<file path="src/rtl/sdwt_pkg.sv">
// Shared types and constants for the SDRAM delay window training block.
package sdwt_pkg;

    localparam int DELAY_STEPS_DEF = 32;
    localparam int OSC_SAMPLES_DEF = 10;

    localparam int DLY_W  = 5;
    localparam int OSC_W  = 8;
    localparam int SUM_W  = 12;
    localparam int DVD_W  = DLY_W + OSC_W;

    localparam int IN_TDATA_W  = 16;
    localparam int IN_TUSER_W  = 4;
    localparam int OUT_TDATA_W = 24;
    localparam int OUT_TUSER_W = 2;

    localparam logic [DLY_W-1:0] SAFE_DELAY = 5'd16;

    localparam logic [1:0] KIND_BEGIN  = 2'd0;
    localparam logic [1:0] KIND_PROBE  = 2'd1;
    localparam logic [1:0] KIND_SAMPLE = 2'd2;

    localparam logic [1:0] RES_SWEEP   = 2'd0;
    localparam logic [1:0] RES_NOMINAL = 2'd1;
    localparam logic [1:0] RES_COMP    = 2'd2;

    typedef enum logic [1:0] {
        DSEL_NONE = 2'd0,
        DSEL_CMD  = 2'd1,
        DSEL_FB   = 2'd2
    } div_sel_t;

    typedef struct packed {
        logic     accept;
        logic     div_load;
        div_sel_t div_sel;
        logic     latch_avg;
        logic     write_cmd;
        logic     write_fb;
        logic     emit;
    } ctrl_cmd_t;

    typedef struct packed {
        logic probe_last;
        logic batch_last;
        logic phase;
        logic avg_zero;
        logic div_done;
        logic out_free;
    } dp_status_t;

endpackage

</file>
<file path="src/rtl/sdwt_div.sv">
// Restoring divider, one quotient bit per cycle.
module sdwt_div
    import sdwt_pkg::*;
(
    input  logic             clk,
    input  logic             rst_n,
    input  logic             load,
    input  logic [DVD_W-1:0] dividend,
    input  logic [OSC_W-1:0] divisor,
    output logic [DVD_W-1:0] quotient,
    output logic             done
);

    localparam int CNT_W = $clog2(DVD_W);

    logic [DVD_W-1:0] quo_reg, quo_next;
    logic [OSC_W-1:0] rem_reg, rem_next;
    logic [OSC_W-1:0] dsr_reg;
    logic [CNT_W-1:0] cnt_reg, cnt_next;
    logic             busy_reg, busy_next;
    logic             done_reg, done_next;
    logic [OSC_W:0]   shifted;
    logic [OSC_W+1:0] diff;

    always_comb
    begin
        shifted   = {rem_reg, quo_reg[DVD_W-1]};
        diff      = {1'b0, shifted} - {2'b00, dsr_reg};
        quo_next  = quo_reg;
        rem_next  = rem_reg;
        cnt_next  = cnt_reg;
        busy_next = busy_reg;
        done_next = done_reg;
        if (load)
        begin
            quo_next  = dividend;
            rem_next  = '0;
            cnt_next  = '0;
            busy_next = 1'b1;
            done_next = 1'b0;
        end
        else if (busy_reg)
        begin
            if (!diff[OSC_W+1])
            begin
                rem_next = diff[OSC_W-1:0];
                quo_next = {quo_reg[DVD_W-2:0], 1'b1};
            end
            else
            begin
                rem_next = shifted[OSC_W-1:0];
                quo_next = {quo_reg[DVD_W-2:0], 1'b0};
            end
            cnt_next = cnt_reg + 1'b1;
            if (cnt_reg == CNT_W'(DVD_W - 1))
            begin
                busy_next = 1'b0;
                done_next = 1'b1;
            end
        end
    end

    always_ff @(posedge clk or negedge rst_n)
    begin
        if (!rst_n)
        begin
            cnt_reg  <= '0;
            busy_reg <= 1'b0;
            done_reg <= 1'b0;
        end
        else
        begin
            cnt_reg  <= cnt_next;
            busy_reg <= busy_next;
            done_reg <= done_next;
        end
    end

    always_ff @(posedge clk)
    begin
        quo_reg <= quo_next;
        rem_reg <= rem_next;
        if (load)
        begin
            dsr_reg <= divisor;
        end
    end

    assign quotient = quo_reg;
    assign done     = done_reg;

endmodule

</file>
<file path="src/rtl/sdwt_datapath.sv">
// Sweep window tracking, oscillator averaging, delay scaling and output register.
module sdwt_datapath
    import sdwt_pkg::*;
#(
    parameter int DELAY_STEPS = DELAY_STEPS_DEF,
    parameter int OSC_SAMPLES = OSC_SAMPLES_DEF
)
(
    input  logic                   clk,
    input  logic                   rst_n,
    input  ctrl_cmd_t              cmd,
    output dp_status_t             status,
    input  logic                   s_axis_tvalid,
    input  logic [IN_TDATA_W-1:0]  s_axis_tdata,
    input  logic [IN_TUSER_W-1:0]  s_axis_tuser,
    output logic                   m_axis_tvalid,
    input  logic                   m_axis_tready,
    output logic [OUT_TDATA_W-1:0] m_axis_tdata,
    output logic [OUT_TUSER_W-1:0] m_axis_tuser
);

    localparam int STEP_W = $clog2(DELAY_STEPS + 1);
    localparam int CNT_W  = $clog2(OSC_SAMPLES + 1);

    // Reciprocal of the sample count, exact for every 12-bit sum
    localparam int RECIP_SH = 16;
    localparam int RECIP_W  = RECIP_SH + 1;
    localparam int PROD_W   = SUM_W + RECIP_W;
    localparam logic [RECIP_W-1:0] RECIP =
        RECIP_W'(((1 << RECIP_SH) + OSC_SAMPLES - 1) / OSC_SAMPLES);

    logic [1:0]       kind;
    logic             which;
    logic             phase;
    logic             pass;
    logic [OSC_W-1:0] count;
    logic             acc;

    logic [STEP_W-1:0] step_reg, step_next;
    logic              target_reg, target_next;
    logic              start_vld_reg, start_vld_next;
    logic [DLY_W-1:0]  start_reg, start_next;
    logic [DLY_W-1:0]  end_reg, end_next;
    logic              prev_reg, prev_next;
    logic              closed_reg, closed_next;
    logic [DLY_W-1:0]  cmd_dly_reg, cmd_dly_next;
    logic [DLY_W-1:0]  fb_dly_reg, fb_dly_next;
    logic [CNT_W-1:0]  cnt_reg, cnt_next;
    logic [SUM_W-1:0]  sum_reg, sum_next;
    logic [OSC_W-1:0]  nom_reg, nom_next;
    logic [OSC_W-1:0]  avg_reg, avg_next;
    logic              phase_reg, phase_next;
    logic [1:0]        res_kind_reg, res_kind_next;
    logic              found_reg, found_next;

    logic                   out_vld_reg, out_vld_next;
    logic [OUT_TDATA_W-1:0] out_data_reg, out_data_next;
    logic [OUT_TUSER_W-1:0] out_user_reg, out_user_next;

    logic [DLY_W-1:0] step_dly;
    logic [DLY_W:0]   mid_sum;
    logic [DLY_W-1:0] pick;
    logic [DLY_W-1:0] tgt_val;
    logic             probe_ok;
    logic             probe_last;
    logic [SUM_W-1:0] sum_acc;
    logic [PROD_W-1:0] avg_prod;
    logic [OSC_W-1:0]  avg_calc;

    logic [DVD_W-1:0] div_dividend;
    logic [OSC_W-1:0] div_divisor;
    logic [DLY_W-1:0] mul_dly;
    logic [DVD_W-1:0] div_q;
    logic             div_done;

    assign kind  = s_axis_tuser[1:0];
    assign which = s_axis_tuser[2];
    assign phase = s_axis_tuser[3];
    assign pass  = s_axis_tdata[0];
    assign count = s_axis_tdata[OSC_W:1];
    assign acc   = s_axis_tvalid && cmd.accept;

    assign step_dly   = DLY_W'(step_reg);
    assign probe_ok   = (kind == KIND_PROBE) && (step_reg < STEP_W'(DELAY_STEPS));
    assign probe_last = probe_ok && (step_reg == STEP_W'(DELAY_STEPS - 1));
    assign sum_acc    = sum_reg + SUM_W'(count);
    assign avg_prod   = PROD_W'(sum_acc) * PROD_W'(RECIP);
    assign avg_calc   = avg_prod[RECIP_SH +: OSC_W];

    // Divider operand select; the product is taken into the divider's register
    assign mul_dly = (cmd.div_sel == DSEL_FB) ? fb_dly_reg : cmd_dly_reg;

    always_comb
    begin
        case (cmd.div_sel)
            DSEL_CMD, DSEL_FB:
            begin
                div_dividend = DVD_W'(mul_dly) * DVD_W'(nom_reg);
                div_divisor  = avg_reg;
            end
            default:
            begin
                div_dividend = '0;
                div_divisor  = avg_reg;
            end
        endcase
    end

    sdwt_div u_div (
        .clk      (clk),
        .rst_n    (rst_n),
        .load     (cmd.div_load),
        .dividend (div_dividend),
        .divisor  (div_divisor),
        .quotient (div_q),
        .done     (div_done)
    );

    always_comb
    begin
        step_next      = step_reg;
        target_next    = target_reg;
        start_vld_next = start_vld_reg;
        start_next     = start_reg;
        end_next       = end_reg;
        prev_next      = prev_reg;
        closed_next    = closed_reg;
        cmd_dly_next   = cmd_dly_reg;
        fb_dly_next    = fb_dly_reg;
        cnt_next       = cnt_reg;
        sum_next       = sum_reg;
        nom_next       = nom_reg;
        avg_next       = avg_reg;
        phase_next     = phase_reg;
        res_kind_next  = res_kind_reg;
        found_next     = found_reg;
        mid_sum        = '0;
        pick           = SAFE_DELAY;
        tgt_val        = step_dly;

        if (acc && (kind == KIND_BEGIN))
        begin
            target_next    = which;
            step_next      = '0;
            start_vld_next = 1'b0;
            prev_next      = 1'b0;
            closed_next    = 1'b0;
        end

        if (acc && probe_ok)
        begin
            if (pass)
            begin
                if (!start_vld_reg)
                begin
                    start_vld_next = 1'b1;
                    start_next     = step_dly;
                end
                prev_next = 1'b1;
            end
            else if (prev_reg)
            begin
                end_next    = step_dly;
                closed_next = 1'b1;
                prev_next   = 1'b0;
            end
            step_next = step_reg + 1'b1;

            // Center on the closed window, or on the open one up to the last step
            if (closed_next)
            begin
                mid_sum = {1'b0, start_next} + {1'b0, end_next};
                pick    = mid_sum[DLY_W:1];
            end
            else if (prev_next)
            begin
                mid_sum = {1'b0, start_next} + (DLY_W+1)'(DELAY_STEPS - 1);
                pick    = mid_sum[DLY_W:1];
            end
            if (probe_last)
            begin
                tgt_val       = pick;
                res_kind_next = RES_SWEEP;
                found_next    = closed_next || prev_next;
            end
            if (target_reg)
            begin
                fb_dly_next = tgt_val;
            end
            else
            begin
                cmd_dly_next = tgt_val;
            end
        end

        if (acc && (kind == KIND_SAMPLE))
        begin
            phase_next = phase;
            if (cnt_reg == CNT_W'(OSC_SAMPLES - 1))
            begin
                cnt_next = '0;
                sum_next = '0;
                avg_next = avg_calc;
            end
            else
            begin
                cnt_next = cnt_reg + 1'b1;
                sum_next = sum_acc;
            end
        end

        if (cmd.latch_avg)
        begin
            found_next = 1'b0;
            if (!phase_reg)
            begin
                nom_next      = avg_reg;
                res_kind_next = RES_NOMINAL;
            end
            else
            begin
                res_kind_next = RES_COMP;
            end
        end

        if (cmd.write_cmd)
        begin
            cmd_dly_next = div_q[DLY_W-1:0];
        end
        if (cmd.write_fb)
        begin
            fb_dly_next = div_q[DLY_W-1:0];
        end
    end

    always_comb
    begin
        out_vld_next  = out_vld_reg;
        out_data_next = out_data_reg;
        out_user_next = out_user_reg;
        if (cmd.emit)
        begin
            out_vld_next  = 1'b1;
            out_user_next = res_kind_reg;
            out_data_next = '0;
            out_data_next[DLY_W-1:0]         = cmd_dly_reg;
            out_data_next[2*DLY_W-1:DLY_W]   = fb_dly_reg;
            out_data_next[2*DLY_W]           = found_reg;
            out_data_next[2*DLY_W+OSC_W:2*DLY_W+1] =
                (res_kind_reg == RES_SWEEP) ? '0 : avg_reg;
        end
        else if (m_axis_tready)
        begin
            out_vld_next = 1'b0;
        end
    end

    always_ff @(posedge clk or negedge rst_n)
    begin
        if (!rst_n)
        begin
            step_reg      <= '0;
            target_reg    <= 1'b0;
            start_vld_reg <= 1'b0;
            start_reg     <= '0;
            end_reg       <= '0;
            prev_reg      <= 1'b0;
            closed_reg    <= 1'b0;
            cmd_dly_reg   <= SAFE_DELAY;
            fb_dly_reg    <= SAFE_DELAY;
            cnt_reg       <= '0;
            sum_reg       <= '0;
            nom_reg       <= '0;
            phase_reg     <= 1'b0;
            res_kind_reg  <= RES_SWEEP;
            found_reg     <= 1'b0;
            out_vld_reg   <= 1'b0;
        end
        else
        begin
            step_reg      <= step_next;
            target_reg    <= target_next;
            start_vld_reg <= start_vld_next;
            start_reg     <= start_next;
            end_reg       <= end_next;
            prev_reg      <= prev_next;
            closed_reg    <= closed_next;
            cmd_dly_reg   <= cmd_dly_next;
            fb_dly_reg    <= fb_dly_next;
            cnt_reg       <= cnt_next;
            sum_reg       <= sum_next;
            nom_reg       <= nom_next;
            phase_reg     <= phase_next;
            res_kind_reg  <= res_kind_next;
            found_reg     <= found_next;
            out_vld_reg   <= out_vld_next;
        end
    end

    always_ff @(posedge clk)
    begin
        avg_reg      <= avg_next;
        out_data_reg <= out_data_next;
        out_user_reg <= out_user_next;
    end

    assign status.probe_last = (kind == KIND_PROBE) && probe_last;
    assign status.batch_last = (kind == KIND_SAMPLE) && (cnt_reg == CNT_W'(OSC_SAMPLES - 1));
    assign status.phase      = phase_reg;
    assign status.avg_zero   = (avg_reg == '0);
    assign status.div_done   = div_done;
    assign status.out_free   = !out_vld_reg || m_axis_tready;

    assign m_axis_tvalid = out_vld_reg;
    assign m_axis_tdata  = out_data_reg;
    assign m_axis_tuser  = out_user_reg;

endmodule

</file>
<file path="src/rtl/sdwt_ctrl.sv">
// Sequencer for request intake, averaging and delay compensation divides.
module sdwt_ctrl
    import sdwt_pkg::*;
(
    input  logic       clk,
    input  logic       rst_n,
    input  logic       s_axis_tvalid,
    input  dp_status_t status,
    output ctrl_cmd_t  cmd
);

    typedef enum logic [5:0] {
        S_IDLE     = 6'b000001,
        S_AVG      = 6'b000010,
        S_LOAD_CMD = 6'b000100,
        S_DIV_CMD  = 6'b001000,
        S_DIV_FB   = 6'b010000,
        S_EMIT     = 6'b100000
    } state_t;

    state_t state_reg, state_next;

    always_comb
    begin
        state_next = state_reg;
        cmd        = '0;
        cmd.div_sel = DSEL_NONE;
        case (state_reg)
            S_IDLE:
            begin
                cmd.accept = 1'b1;
                if (s_axis_tvalid && status.probe_last)
                begin
                    state_next = S_EMIT;
                end
                else if (s_axis_tvalid && status.batch_last)
                begin
                    state_next = S_AVG;
                end
            end
            S_AVG:
            begin
                cmd.latch_avg = 1'b1;
                // Nominal batch or zero current average: report without scaling
                if (!status.phase || status.avg_zero)
                begin
                    state_next = S_EMIT;
                end
                else
                begin
                    state_next = S_LOAD_CMD;
                end
            end
            S_LOAD_CMD:
            begin
                cmd.div_load = 1'b1;
                cmd.div_sel  = DSEL_CMD;
                state_next   = S_DIV_CMD;
            end
            S_DIV_CMD:
            begin
                cmd.div_sel = DSEL_FB;
                if (status.div_done)
                begin
                    cmd.write_cmd = 1'b1;
                    cmd.div_load  = 1'b1;
                    state_next    = S_DIV_FB;
                end
            end
            S_DIV_FB:
            begin
                if (status.div_done)
                begin
                    cmd.write_fb = 1'b1;
                    state_next   = S_EMIT;
                end
            end
            S_EMIT:
            begin
                if (status.out_free)
                begin
                    cmd.emit   = 1'b1;
                    state_next = S_IDLE;
                end
            end
            default:
            begin
                state_next = S_IDLE;
            end
        endcase
    end

    always_ff @(posedge clk or negedge rst_n)
    begin
        if (!rst_n)
        begin
            state_reg <= S_IDLE;
        end
        else
        begin
            state_reg <= state_next;
        end
    end

endmodule

</file>
<file path="src/rtl/sdram_delay_window_training.sv">
// Top level of the SDRAM delay window training block.
// Begin and probe requests are taken in the idle state; the last probe of a sweep moves to the
// emit state, which loads the result register. The last sample of a nominal or zero batch
// passes through the averaging and emit states; the last of a current batch passes through
// averaging, then the command and feedback delay divides, before emit. A held result stalls emit.
// Asynchronous active-low reset: delays return to 16; sweep state, batch count, sum and nominal clear.
module sdram_delay_window_training
    import sdwt_pkg::*;
#(
    parameter int DELAY_STEPS = DELAY_STEPS_DEF,
    parameter int OSC_SAMPLES = OSC_SAMPLES_DEF
)
(
    input  logic                   clk,
    input  logic                   rst_n,
    input  logic                   s_axis_tvalid,
    output logic                   s_axis_tready,
    // probe_pass[0], osc_count[8:1], zero fill
    input  logic [IN_TDATA_W-1:0]  s_axis_tdata,
    // kind[1:0], which_delay[2], osc_phase[3]
    input  logic [IN_TUSER_W-1:0]  s_axis_tuser,
    output logic                   m_axis_tvalid,
    input  logic                   m_axis_tready,
    // cmd_delay_out[4:0], fbclk_delay_out[9:5], window_found[10], osc_average[18:11]
    output logic [OUT_TDATA_W-1:0] m_axis_tdata,
    // result_kind[1:0]
    output logic [OUT_TUSER_W-1:0] m_axis_tuser
);

    ctrl_cmd_t  cmd;
    dp_status_t status;

    sdwt_ctrl u_ctrl (
        .clk           (clk),
        .rst_n         (rst_n),
        .s_axis_tvalid (s_axis_tvalid),
        .status        (status),
        .cmd           (cmd)
    );

    sdwt_datapath #(
        .DELAY_STEPS (DELAY_STEPS),
        .OSC_SAMPLES (OSC_SAMPLES)
    ) u_datapath (
        .clk           (clk),
        .rst_n         (rst_n),
        .cmd           (cmd),
        .status        (status),
        .s_axis_tvalid (s_axis_tvalid),
        .s_axis_tdata  (s_axis_tdata),
        .s_axis_tuser  (s_axis_tuser),
        .m_axis_tvalid (m_axis_tvalid),
        .m_axis_tready (m_axis_tready),
        .m_axis_tdata  (m_axis_tdata),
        .m_axis_tuser  (m_axis_tuser)
    );

    assign s_axis_tready = cmd.accept;

endmodule
</file>
<file path="config.mk">
export PLATFORM = sky130hd
export DESIGN_NAME = sdram_delay_window_training
export DESIGN_NICKNAME = d
export VERILOG_FILES = /design/src/rtl/sdwt_pkg.sv /design/src/rtl/sdwt_div.sv /design/src/rtl/sdwt_datapath.sv /design/src/rtl/sdwt_ctrl.sv /design/src/rtl/sdram_delay_window_training.sv
export SDC_FILE = /design/constraint.sdc
export NUM_CORES = 1
export LEC_CHECK = 0
export BUFFER_PORTS_ARGS = -buffer_cell sky130_fd_sc_hd__buf_4
export CORE_MARGIN = 3
export CORE_UTILIZATION = 60
export CTS_BUF_LIST = sky130_fd_sc_hd__clkbuf_2
export DETAILED_ROUTE_END_ITERATION = 10
export PLACE_DENSITY = 0.78
export SYNTH_ARGS = -nofsm -noshare
export SYNTH_HDL_FRONTEND = slang
export SYNTH_SLANG_ARGS = --single-unit
</file>
<file path="constraint.sdc">
create_clock -name clk -period 7.5 [get_ports clk]
set_clock_uncertainty 0.15 [all_clocks]
set_input_delay 0.75 -clock clk [delete_from_list [all_inputs] [get_ports clk]]
set_output_delay 0.75 -clock clk [all_outputs]
set_load 0.02 [all_outputs]
</file>
==> metrics.md <==
| Metric | Value |
|---|---|
| Outcome | completed |
| Crit path from | u_datapath.sum_reg[0]$_DFFE_PN0P_ |
| Hold crit path type | input port to flop |
| Slew of the pin with the lowest slew margin | roughly 910 ps |
| H-tree Lvls | 4 |
| Root buf cell | clkbuf_2 |
| Router iterations before antenna repair | 7 |
| Maximum Capacitance Violations | 0 |
| Fin Setup TNS | 0 ps |
| Crit path arrival time | between 7000 and 8000 ps |
| Vias in the first global route | between 7000 and 8000 |
| Async set or reset register ratio after synthesis | 0.550 |
| Vias/cell | around 5.6 |
| N_diodes | 0 |
| Chip Width | 138 um |
| GRT Util Overall | 0.225 |
| Unrepaired setup endpoints after global routing | false |
| CTS Sinks | between 100 and 150 |
| First-pass GRT wire length | 35.9 mm |
| Worst skew pair latency | a little over 700 ps |
| Top cells by area, synth | dfrtp_1, ha_1, edfxtp_1, fa_1, inv_1 |
| CP Capture Type | flop |
| Relative slew slack | 0.390 |
| Most frequent cell after synthesis | inv_1 |
| Gpl congestion | ~0.9 |
| Synth unique cells | 78 |
| Full die area | 19100 sq um |
| Crit-path max FO | 5 |
| Post-synth top cells | inv_1, ha_1, nand2_1, dfrtp_1, fa_1 |
| Post-synthesis sequential area ratio | 0.329 |
| Die Span Y | 138 um |
| I/O pin cnt | between 50 and 60 |
| CTS buffer count | 17 |
| Mean area per synthesized cell | approximately 10 sq um |
| Worst setup SP type | flop |
| Via count | approximately 7500 |
| Core ar. | ~17000 sq um |
| Drc violations | 0 |
| IO buf count | 39 |
| Remaining global-route overflow | 0 |
| Netlist Area Pre-Place | between 10000 and 15000 sq um |
| Post-CTS Setup Bufs | 0 |
| Routed WL | ~21 mm |
| Largest net degree at the start of global routing | between 70 and 80 |
| Synth top area share | 0.163 |
| DR iter-0 viols | roughly 460 |
| Flip-flop count of the largest register after layout | 19 |
| Post-synth EDFFs | 50 |
| # rows | 47 |
| DP HPWL | roughly 16 mm |
| Flops & latches, synth | about 130 |
| Period utilisation layout | 0.919 |
| FILL cells | between 1000 and 1500 |
| CP Class | flop to flop |
| Nets@finish | approximately 1300 |
| Final-report max-slew violation count | 0 |
| Share of cells above drive strength 1 | 0.107 |
| Predominant post-synthesis flop cell | dfrtp_1 |
| CTS tree | built |
| Min Clock Period, post-route | 6890 ps |
| Starting density of the core | 0.622 |
| RR Startpoint | u_datapath.sum_reg[0]$_DFFE_PN0P_ |
| Cell taking the most area after synthesis | dfrtp_1 |
| Hold_sp | m_axis_tready |
| Syn. warnings | 0 |
| Initial antenna violation count | 0 |
| Required @ worst endpoint | roughly 7800 ps |
| Final hold viol count | 0 |
| CTS Buffer Depth | 2 |
| Clock-pin slew on the worst setup and hold paths | about 200 ps |
| Final setup fails | 0 |
| Flop2flop setup slack | 610 ps |
| Fmax | approximately 150 MHz |
| P&R area growth vs syn | 7.10% |
| Post-Synthesis Cells | between 1000 and 1500 |
| ANT nets after route | 0 |
| WL per Instance | roughly 15 um |
[per-layer routing]
metal	part of all wire	vias to the layer above	global-route usage
met5	0	-	0
met4	0.011	0	0.0624
met2	0.47	133	0.365
met1	0.48	3575	0.315
met3	0.037	22	0.0390
li1	-	3724	-
[per-stage QoR]
stage / worst slack (ps) / std cells / util / hold WS (ps) / cell area, sq um
CTS: 591 / 1333 / 0.666 / 0.555 / 11200
global route: 322 / 1334 / 0.666 / 5.16 / 11200
detailed placement: 165 / 1300 / 0.651 / 308 / 10900
finish: 610 / 1334 / 0.666 / 80.3 / 11200
global placement: 295 / 1300 / 0.651 / 302 / 10900
floorplan: 567 / 1062 / - / 266 / 10500
[final timing paths]
check                                                       end  cells after the start
min in group asynchronous     u_datapath.nom_reg[6]$_DFFE_PN0P_                      2
max                             u_datapath.avg_reg[6]$_DFFE_PP_                     20
max in group asynchronous       u_ctrl.state_reg[5]$_DFFE_PN0P_                      2
min reg2reg                   u_datapath.end_reg[3]$_DFFE_PN0P_                      2
max reg2reg                     u_datapath.avg_reg[6]$_DFFE_PP_                     20
min                        u_datapath.m_axis_tvalid$_DFFE_PN0P_                      2
[cells by family after synthesis]
group,after synthesis,share of synthesized area
AOI/OAI and AO/OA,206,0.131
xor gates and xnor gates,47,0.0408
adders and majority gates,182,0.258
buffers and inverters,181,0.0693
DFF,129,0.329
and+or+nand+nor,279,0.137
other,1,0.000358
muxes,33,0.0342
[critical path, cell delays in order, from the launching register on]
cell and delay, ps:
dfrtp_1 430, ha_1 230, fa_1 440, a211o_1 320, o211ai_1 120, a21oi_1 120, o31ai_1 330, xnor2_1 340
ha_1 370, fa_1 510, fa_1 540, inv_1 50, fa_1 500, fa_1 560, inv_1 40, ha_1 320
nand4_1 150, or3_1 370, o21ai_0 430, a21oi_1 160, xnor2_1 150
[timing repair]
| action | 4_1_cts | 5_1_grt |
|---|---|---|
| hold endpoints to repair | 68 | 1 |
| hold buffers | 1 | 1 |
| resized for setup | 0 | 0 |
[cell usage in the layout, fill, tap and decap left out, types with 25 or more instances in the layout]
cell type / instances
inv_1: 155
o21ai_0: 53
a21oi_1: 36
dfrtp_1: 68
xnor2_1: 28
edfxtp_1: 50
ha_1: 125
buf_4: 44
fa_1: 57
nor2_1: 45
nor2b_1: 25
nand2_1: 94
[area by class of cell]
| type | instances | area, sq um | area share |
|---|---|---|---|
| repair buffers | 46 | 350 | 0.0313 |
| multi-input cells | 752 | 6320 | 0.564 |
| clock buffers | 21 | 105 | 0.00938 |
| clock inverters | 11 | 138 | 0.0123 |
| inverters | 155 | 582 | 0.0519 |
| flip-flops and latches | 129 | 3440 | 0.307 |
| well taps | 220 | 275 | 0.0246 |
Power is not shown: default switching activity piles up to over one toggle a cycle in this logic, so the estimate is an artifact.
